===== config.mk =====
export PLATFORM = sky130hd
export DESIGN_NAME = protobuf_stream_parser
export DESIGN_NICKNAME = d
export VERILOG_FILES = /design/src/pbsp_pkg.sv /design/src/pbsp_varint.sv /design/src/protobuf_stream_parser.sv
export VERILOG_INCLUDE_DIRS = /design/src /design/src/src
export SDC_FILE = /design/constraint.sdc
export NUM_CORES = 2
export LEC_CHECK = 0
export BUFFER_PORTS_ARGS = -buffer_cell sky130_fd_sc_hd__buf_4
export CORE_MARGIN = 10
export CORE_UTILIZATION = 25
export DETAILED_ROUTE_END_ITERATION = 12
export MAX_ROUTING_LAYER = met4
export SLEW_MARGIN = 10
export SYNTH_ARGS = -nofsm -noshare
export SYNTH_HDL_FRONTEND = slang
export SYNTH_SLANG_ARGS = --single-unit

===== constraint.sdc =====
create_clock -name clk -period 12.25 [get_ports clk]
set_clock_uncertainty 0.2 [all_clocks]
set_input_delay 0.6125 -clock clk [delete_from_list [all_inputs] [get_ports clk]]
set_output_delay 0.6125 -clock clk [all_outputs]
set_load 0.1 [all_outputs]

===== src/protobuf_stream_parser_assert.svh =====
// Assertion macros for the protobuf stream parser.
`ifndef PROTOBUF_STREAM_PARSER_ASSERT_SVH
`define PROTOBUF_STREAM_PARSER_ASSERT_SVH
`ifndef ASSERT_OFF
// Check a condition at every clock edge outside reset.
`define PSP_ASSERT(lbl, cond) \
lbl: assert property (@(posedge clk) disable iff (!arst_n) (cond)) \
else $error("parser assertion failed");
// Check that one condition implies another at the same edge.
`define PSP_ASSERT_IMP(lbl, ante, cons) \
lbl: assert property (@(posedge clk) disable iff (!arst_n) (ante) |-> (cons)) \
else $error("parser implication failed");
`else
`define PSP_ASSERT(lbl, cond)
`define PSP_ASSERT_IMP(lbl, ante, cons)
`endif
`endif


===== src/pbsp_pkg.sv =====
// Types and constants shared by the protobuf stream parser modules.
package pbsp_pkg;

	localparam int VARINT_MAX = 10;
	localparam logic [6:0] PAYLOAD_MASK = 7'h7F;
	localparam logic [7:0] TOP_TAG_MAX = 8'hff;

	typedef enum logic [1:0] {
		ACT_BYTE    = 2'd0,
		ACT_RESET   = 2'd1,
		ACT_CONSUME = 2'd2,
		ACT_NONE    = 2'd3
	} action_t;

	typedef enum logic [3:0] {
		PH_STOPPED   = 4'd0,
		PH_VERSION   = 4'd1,
		PH_TOP_TAG   = 4'd2,
		PH_TOP_LEN   = 4'd3,
		PH_FIELD_TAG = 4'd5,
		PH_VARINT    = 4'd6,
		PH_DATA_LEN  = 4'd7,
		PH_DATA      = 4'd8,
		PH_EVENT     = 4'd9
	} phase_t;

	localparam logic [2:0] ERR_NONE     = 3'd0;
	localparam logic [2:0] ERR_OVERRUN  = 3'd1;
	localparam logic [2:0] ERR_TOP_TAG  = 3'd2;
	localparam logic [2:0] ERR_WIRE     = 3'd3;
	localparam logic [2:0] ERR_OVERFLOW = 3'd4;

	localparam logic [2:0] WT_VARINT = 3'd0;
	localparam logic [2:0] WT_LEN    = 3'd2;

	localparam logic [1:0] MK_NONE      = 2'd0;
	localparam logic [1:0] MK_HEARTBEAT = 2'd1;
	localparam logic [1:0] MK_LOGIN     = 2'd2;
	localparam logic [1:0] MK_STANZA    = 2'd3;

	typedef struct packed {
		logic [1:0] action;
		logic [7:0] rx_byte;
	} item_t;

	typedef struct packed {
		logic               accepted;
		logic [1:0]         event_kind;
		logic signed [31:0] event_value;
		logic               data_valid;
		logic [7:0]         data_out;
		logic [7:0]         field_number;
		logic [2:0]         nest_depth;
		logic [2:0]         error_kind;
		logic               halted;
	} result_t;

	typedef struct packed {
		logic [31:0] acc;
		logic        hi;
		logic [3:0]  cnt;
		logic        done;
		logic        overrun;
	} varint_t;

endpackage


===== src/pbsp_varint.sv =====
// Varint accumulator step: folds one byte into the running value.
module pbsp_varint
	import pbsp_pkg::*;
(
	input  logic [31:0] acc,
	input  logic        hi,
	input  logic [3:0]  cnt,
	input  logic [7:0]  rx_byte,
	output varint_t     vi
);
	logic [63:0] contrib;
	logic        hi_add;

	always_comb begin
		contrib = 64'(rx_byte[6:0] & PAYLOAD_MASK) << (7 * 32'(cnt));
		case (cnt) inside
			4'd0: hi_add = 1'b0;
			4'd1: hi_add = |rx_byte[6:1];
			[4'd2:4'd8]: hi_add = |rx_byte[6:0];
			4'd9: hi_add = rx_byte[0];
			default: hi_add = 1'b0;
		endcase
		// keep low word and a flag for anything at or above bit eight
		vi.acc     = acc | contrib[31:0];
		vi.hi      = hi | hi_add | (|contrib[31:8]);
		vi.cnt     = cnt + 4'd1;
		vi.done    = !rx_byte[7];
		vi.overrun = rx_byte[7] && (32'(vi.cnt) >= VARINT_MAX);
	end
endmodule


===== src/protobuf_stream_parser.sv =====
// Protobuf stream parser top level: input register, decode logic, result register.
//
// Decodes a length-prefixed protobuf message stream one beat at a time. Each
// accepted beat (a received byte, a connection reset or an event consume)
// yields exactly one result beat via the input register and the result
// register, and a new beat is taken every cycle unless the output stalls: the
// input register feeds one pass of decode logic that updates all parser state
// and loads the result register, which acts as the output skid stage. Sustained
// rate is one beat per cycle; the only stall is res_ready held low with both
// stages full. The decode pass tests every stack level's byte count in parallel,
// so any number of levels close in one beat. Bytes sent while halted or while an
// event is pending come back with accepted low and change nothing; a connection
// reset beat restarts the parser at the version varint.
module protobuf_stream_parser
	import pbsp_pkg::*;
#(
	parameter int MAX_NEST = 4
) (
	input  logic    clk,
	input  logic    arst_n,
	input  logic    item_valid,
	output logic    item_ready,
	input  item_t   item,
	output logic    res_valid,
	input  logic    res_ready,
	output result_t res
);
`include "protobuf_stream_parser_assert.svh"

	localparam int LCW = $clog2(MAX_NEST + 1);
	localparam int IW  = (MAX_NEST > 1) ? $clog2(MAX_NEST) : 1;

	// input stage
	logic    s1_valid_q;
	item_t   item_s1;
	logic    advance;

	// parser state
	phase_t      ph_q, ph_n;
	logic [31:0] acc_q, acc_n;
	logic        hi_q, hi_n;
	logic [3:0]  cnt_q, cnt_n;
	logic [31:0] bt_q, bt_n;
	logic [LCW-1:0] lc_q, lc_n, lc_fin;
	logic [7:0]  cf_q, cf_n;
	logic [31:0] fl_q, fl_n;
	logic [31:0] fdb_q, fdb_n;
	logic [1:0]  mk_q, mk_n;
	logic [1:0]  pk_q, pk_n;
	logic [31:0] pv_q, pv_n;
	logic [2:0]  err_q, err_n;

	logic [7:0]  ltag_q   [MAX_NEST];
	logic [31:0] llen_q   [MAX_NEST];
	logic [31:0] lstart_q [MAX_NEST];
	logic [7:0]  ltag_n   [MAX_NEST];
	logic [31:0] llen_n   [MAX_NEST];
	logic [31:0] lstart_n [MAX_NEST];
	logic [MAX_NEST-1:0] lvl_done;

	varint_t vi;
	result_t res_n;
	logic    acc_byte, is_data, test, data_chk, sub, popping;

	assign advance    = s1_valid_q && (!res_valid || res_ready);
	assign item_ready = !s1_valid_q || advance;

	pbsp_varint u_varint (
		.acc     (acc_q),
		.hi      (hi_q),
		.cnt     (cnt_q),
		.rx_byte (item_s1.rx_byte),
		.vi      (vi)
	);

	always_ff @(posedge clk or negedge arst_n) begin
		if (!arst_n) begin
			s1_valid_q <= 1'b0;
		end else if (item_ready) begin
			s1_valid_q <= item_valid;
		end
	end

	always_ff @(posedge clk) begin
		if (item_ready && item_valid) begin
			item_s1 <= item;
		end
	end

	always_comb begin
		ph_n  = ph_q;   acc_n = acc_q; hi_n = hi_q; cnt_n = cnt_q;
		bt_n  = bt_q;   lc_n  = lc_q;  cf_n = cf_q; fl_n  = fl_q;
		fdb_n = fdb_q;  mk_n  = mk_q;  pk_n = pk_q; pv_n  = pv_q;
		err_n = err_q;
		ltag_n = ltag_q; llen_n = llen_q; lstart_n = lstart_q;
		acc_byte = 1'b0; is_data = 1'b0; test = 1'b0; data_chk = 1'b0;
		sub = 1'b0; popping = 1'b1; lc_fin = '0;

		unique case (action_t'(item_s1.action))
			ACT_BYTE: begin
				if (ph_q != PH_STOPPED && ph_q != PH_EVENT) begin
					acc_byte = 1'b1;
					bt_n = bt_q + 32'd1;
					if (ph_q == PH_DATA) begin
						// pass payload through and count it
						fdb_n    = fdb_q + 32'd1;
						is_data  = 1'b1;
						data_chk = 1'b1;
					end else if (vi.overrun) begin
						err_n = ERR_OVERRUN;
						ph_n  = PH_STOPPED;
						acc_n = '0; hi_n = 1'b0; cnt_n = '0;
					end else if (!vi.done) begin
						acc_n = vi.acc; hi_n = vi.hi; cnt_n = vi.cnt;
					end else begin
						acc_n = '0; hi_n = 1'b0; cnt_n = '0;
						unique case (ph_q)
							PH_VERSION: ph_n = PH_TOP_TAG;
							PH_TOP_TAG: begin
								if (vi.hi || vi.acc > 32'(TOP_TAG_MAX)) begin
									err_n = ERR_TOP_TAG;
									ph_n  = PH_STOPPED;
								end else begin
									pk_n      = MK_NONE;
									ltag_n[0] = vi.acc[7:0];
									ph_n      = PH_TOP_LEN;
								end
							end
							PH_TOP_LEN: begin
								llen_n[0]   = vi.acc;
								lstart_n[0] = bt_n;
								lc_n        = LCW'(1);
								case (ltag_q[0])
									8'd1: begin mk_n = MK_HEARTBEAT; pv_n = '0; end
									8'd3: begin mk_n = MK_LOGIN; pv_n = '0; end
									8'd8: mk_n = MK_STANZA;
									default: mk_n = MK_NONE;
								endcase
								test = 1'b1;
							end
							PH_FIELD_TAG: begin
								cf_n = vi.acc[10:3];
								if (vi.acc[2:0] == WT_VARINT) begin
									ph_n = PH_VARINT;
								end else if (vi.acc[2:0] == WT_LEN) begin
									ph_n = PH_DATA_LEN;
								end else begin
									err_n = ERR_WIRE;
									ph_n  = PH_STOPPED;
								end
							end
							PH_VARINT: begin
								if (mk_q == MK_LOGIN && lc_q == LCW'(2) && ltag_q[0] == 8'd3
								    && ltag_q[1] == 8'd3 && cf_q == 8'd1)
									pv_n = vi.acc;
								if (mk_q == MK_HEARTBEAT && lc_q == LCW'(1) && cf_q == 8'd2)
									pv_n = vi.acc;
								test = 1'b1;
							end
							PH_DATA_LEN: begin
								fl_n = vi.acc;
								if (mk_q == MK_LOGIN)
									sub = (lc_q == LCW'(1) && ltag_q[0] == 8'd3 &&
									       (cf_q == 8'd3 || cf_q == 8'd4 || cf_q == 8'd7)) ||
									      (lc_q == LCW'(2) && ltag_q[0] == 8'd3 &&
									       ltag_q[1] == 8'd3 && cf_q == 8'd4);
								else if (mk_q == MK_STANZA)
									sub = lc_q == LCW'(1) && ltag_q[0] == 8'd8 && cf_q == 8'd7;
								if (sub) begin
									if (32'(lc_q) >= MAX_NEST) begin
										err_n = ERR_OVERFLOW;
										ph_n  = PH_STOPPED;
									end else begin
										// push a new level
										llen_n[lc_q[IW-1:0]]   = vi.acc;
										ltag_n[lc_q[IW-1:0]]   = cf_q;
										lstart_n[lc_q[IW-1:0]] = bt_n;
										lc_n = lc_q + LCW'(1);
										test = 1'b1;
									end
								end else begin
									ph_n     = PH_DATA;
									fdb_n    = '0;
									data_chk = 1'b1;
								end
							end
							default: ;
						endcase
					end
				end
			end
			ACT_RESET: begin
				err_n = ERR_NONE;
				lc_n  = '0;
				ph_n  = PH_VERSION;
				acc_n = '0; hi_n = 1'b0; cnt_n = '0;
			end
			ACT_CONSUME: begin
				if (ph_q == PH_EVENT) begin
					ph_n  = PH_TOP_TAG;
					acc_n = '0; hi_n = 1'b0; cnt_n = '0;
				end
			end
			default: ;
		endcase

		if (data_chk && fdb_n >= fl_n)
			test = 1'b1;

		// close finished levels from the top down, stopping at the first open one
		for (int i = 0; i < MAX_NEST; i++)
			lvl_done[i] = (bt_n - lstart_n[i]) >= llen_n[i];
		lc_fin = lc_n;
		for (int i = MAX_NEST - 1; i >= 0; i--) begin
			if (LCW'(i) < lc_n && popping) begin
				if (lvl_done[i]) lc_fin = LCW'(i);
				else popping = 1'b0;
			end
		end

		if (test) begin
			acc_n = '0; hi_n = 1'b0; cnt_n = '0;
			if (lc_n == '0) begin
				ph_n = PH_TOP_TAG;
			end else if (lc_fin == '0) begin
				if (mk_n != MK_NONE) pk_n = mk_n;
				lc_n = '0;
				ph_n = (pk_n != MK_NONE) ? PH_EVENT : PH_TOP_TAG;
			end else begin
				lc_n = lc_fin;
				ph_n = PH_FIELD_TAG;
			end
		end

		res_n.accepted     = acc_byte;
		res_n.event_kind   = (ph_n == PH_EVENT) ? pk_n : MK_NONE;
		res_n.event_value  = (res_n.event_kind == MK_HEARTBEAT ||
		                      res_n.event_kind == MK_LOGIN) ? pv_n : '0;
		res_n.data_valid   = is_data;
		res_n.data_out     = is_data ? item_s1.rx_byte : '0;
		res_n.field_number = cf_n;
		res_n.nest_depth   = 3'(lc_n);
		res_n.error_kind   = err_n;
		res_n.halted       = ph_n == PH_STOPPED;
	end

	always_ff @(posedge clk or negedge arst_n) begin
		if (!arst_n) begin
			ph_q <= PH_STOPPED; acc_q <= '0; hi_q <= 1'b0; cnt_q <= '0;
			bt_q <= '0; lc_q <= '0; cf_q <= '0; fl_q <= '0; fdb_q <= '0;
			mk_q <= MK_NONE; pk_q <= MK_NONE; pv_q <= '0; err_q <= ERR_NONE;
		end else if (advance) begin
			ph_q <= ph_n; acc_q <= acc_n; hi_q <= hi_n; cnt_q <= cnt_n;
			bt_q <= bt_n; lc_q <= lc_n; cf_q <= cf_n; fl_q <= fl_n; fdb_q <= fdb_n;
			mk_q <= mk_n; pk_q <= pk_n; pv_q <= pv_n; err_q <= err_n;
		end
	end

	always_ff @(posedge clk) begin
		if (advance) begin
			ltag_q   <= ltag_n;
			llen_q   <= llen_n;
			lstart_q <= lstart_n;
			res      <= res_n;
		end
	end

	always_ff @(posedge clk or negedge arst_n) begin
		if (!arst_n) begin
			res_valid <= 1'b0;
		end else if (advance) begin
			res_valid <= 1'b1;
		end else if (res_ready) begin
			res_valid <= 1'b0;
		end
	end

	`PSP_ASSERT(a_depth_bound, 32'(lc_q) <= MAX_NEST)
	`PSP_ASSERT_IMP(a_data_accepted, res_valid && res.data_valid, res.accepted && !res.halted)
	`PSP_ASSERT_IMP(a_event_blocks, ph_q == PH_EVENT, pk_q != MK_NONE && lc_q == '0)
endmodule


==> results.yml <==
sta:
  setup_violations: 0
  worst_pin_slew_ns: 1.167
  hold_viol: 0
  min_period_over_period_pct: 84.69
  period_needed_ns: 10.37
  setup_ws_ns: 1.876
  slew_headroom_pct: 22.18
  max_freq_mhz: 96.39
  rsz0062_at_grt: "false"
  maxSlewViolCount: 0
  fin_setup_tns_ns: 0
placed_design:
  place_congestion: 0.9283
  dp_slack_ns: 1.981
  portBuffers: 74
  dp_hpwl_mm: 76.16
  dpl_cell_area_um2: 37850
  place_inst: 5700
power_and_ir_drop:
  total_power_uw: 5139
  seqPwrFrac_pct: 40.7
  internal-power_uw: 3415
  power.switching_uw: 1724
  powerDensity_nw_per_um2: 128.5
  comb_power_share_pct: 23.2
  p_clk_share_pct: 36.0
  switching_share_pct: 33.54
  p_leak_uw: 0.01797
  ir_worst_vdd_mv: 0.1283
routing:
  route.detailed.drc: 0
  vias: 28330
  ant_nets: 0
  via_per_inst: 4.861
  wl_mm: 103.8
  first_iter_violations: 2448
  wl_per_cell_um: 17.81
  drt_pass1_iterations: 5
floorplan:
  core_um2: 139700
  die-width_um: 395.1
  rows: 137
  die_y_um: 395.1
  die-area_um2: 156100
  floorplan.initialDensity_pct: 25.18
  io_pins: 75
cells_and_area:
  nNetsFinal: 4215
  fillers: 14740
  final_cells: 5828
  syn2layout_area_growth_pct: 13.63
  drive_gt1_share_pct: 7.895
  antenna_cells: 0
  stdcell_area_um2: 39970
synthesis:
  syn-num-nets: 4191
  synthCells: 3875
  yosysMostFrequentCell: "nand2_1"
  synth_common_cells: "453 x nand2_1, 385 x nor2_1, 341 x edfxtp_1, 308 x o21ai_0, 299 x inv_1"
  ys_ff_latch: 530
  syn-cell-area_um2: 35180
  synth_top_cell_area_share_pct: 29.11
  synth_edf_count: 341
  ys_seq_area_share_pct: 42.55
  avgSynthCellArea_um2: 9.078
  yosysWarnings: 0
  synthFlopType: "edfxtp_1"
  synthTopCellsByArea: "edfxtp_1 29%, dfrtp_1 13%, ha_1 11%"
  synth-async-reset-ratio_pct: 35.66
  synth_top_area_cell: "edfxtp_1"
  ys_types: 96
grt:
  grt_pass1_vias: 26840
  grt_max_degree: 140
  overflow: 0
  antenna_found_initial: 0
  grt_usage_pct: 13.11
  grt_first_pass_wirelength_mm: 159.6
setup_path:
  cp_top_family: "compound AO/OA/AOI/OAI gates"
  max_stage_delay_ns: 0.78
  crit_top_cell: "ha_1"
  path_max_fanout: 62
  slowest_stage: "o211ai_4"
  worstPathArrival_ns: 10.54
  critPathLaunchType: "register"
  critPathBufInv: 1
  critPathKind: "register to register"
  required_ns: 12.42
  endpoint_kind: "register"
status:
  status: "finished clean"
cts:
  htree_num_levels: 2
  cts_tree: "done"
  clk_pin_slew_worst_paths_ns: 0.06
  clockBufferDepth: 3
  cts.sinks: 530
  clk_latency_ns: 0.66
  cts_root_buf: "clkbuf_16"
  cts_resized: 0
  numCtsBuffers: 61
job:
  cap_viol_max_count: 0
worst_hold_path:
  hp-class: "input port to register"
cell usage in the layout, fill, tap and decap left out, drive strengths merged, types with 133 or more instances in the layout:
master  instances
nand2         453
o21ai         346
a21o          148
buf           133
edfxtp        341
ha            298
inv           300
nor2          386
dfrtp         189
a21oi         297
cell type report:
class	count	area (um^2)	area share, %
multi-input combinational	2859	18360	45.93
sequential	530	14970	37.45
tap	1876	2347	5.872
clock buffer	89	1764	4.413
timing repair buffer	146	1157	2.895
inverter	301	1137	2.845
clock inverter	27	240.2	0.6010
tightest hold or removal path: stages:
cell and delay, ns:
buf_4 0.08, nand3b_1 0.12, nand2b_1 0.07
stage by stage:
step | utilization [%] | hold slack (ns)
6_report | 28.61 | 0.06688
5_1_grt | 28.61 | 0.07420
4_1_cts | 28.61 | 0.02967
3_5_place_dp | 27.09 | 0.2634
3_3_place_gp | 27.09 | 0.2597
2_1_floorplan | - | 0.1169
registers in the layout (all words and copies together) (netlist names):
register and cells:
llen_q 128, lstart_q 128, res 59, acc_q 32, bt_q 32, fdb_q 32
fl_q 32, pv_q 32, ltag_q 16, item_s1 10, cf_q 8, cnt_q 4
ph_q 4, err_q 3, lc_q 3, mk_q 2, pk_q 2, hi_q 1
res_valid 1, s1_valid_q 1
layer usage:
| metal | routed length, um | track usage (%) | part of all wire, % | up-vias |
|---|---|---|---|---|
| li1 | - | - | - | 13830 |
| met1 | 49010 | 17.87 | 47 | 13640 |
| met2 | 46530 | 20.36 | 45 | 716 |
| met3 | 5279 | 1.546 | 5.1 | 148 |
| met4 | 3005 | 3.799 | 2.9 | 0 |
| met5 | 0 | - | 0 | - |
what timing repair did:
action | 4_1_cts | 5_1_grt
hold buffers | 12 | 0
setup buffers | 0 | 0
setup endpoints to repair | 0 | 0
endpoints found under the hold margin | 92 | 0
worst paths after layout:
| check | from | to | slack [ns] | cells past startpoint |
|---|---|---|---|---|
| max reg2reg | lc_q[1] | res[25] | 1.88 | 31 |
| min | res_ready | s1_valid_q | 0.07 | 3 |
| min reg2reg | acc_q[9] | acc_q[9] | 0.28 | 2 |
| min in group asynchronous | arst_n | acc_q[6] | 0.39 | 2 |
| max in group asynchronous | arst_n | bt_q[1] | 10.04 | 3 |
| max | lc_q[1] | res[25] | 1.88 | 31 |
cells by family (layout without fill, tap and decap cells):
logic type / Yosys count / count (layout) / synth area share [%]
multiplexers: 16 / 16 / 0.4802
AND/OR/NAND/NOR: 1220 / 1220 / 15.61
flip-flops: 530 / 530 / 42.55
buffers and inverters: 486 / 563 / 5.452
XOR/XNOR: 206 / 206 / 5.129
AO/OA/AOI/OAI: 1115 / 1115 / 19.95
adder cells (fa/ha/maj): 302 / 302 / 10.83
power by group through the flow:
stage / clock (uW) / sequential [uW] / combinational [uW]
floorplan: 0 / 2230 / 667
global route: 1960 / 2110 / 1290
CTS: 1890 / 2090 / 1190
detailed placement: 0 / 2130 / 1180
finish: 1850 / 2090 / 1190
global placement: 0 / 2130 / 1170
Power figures use the tool's default switching activity.
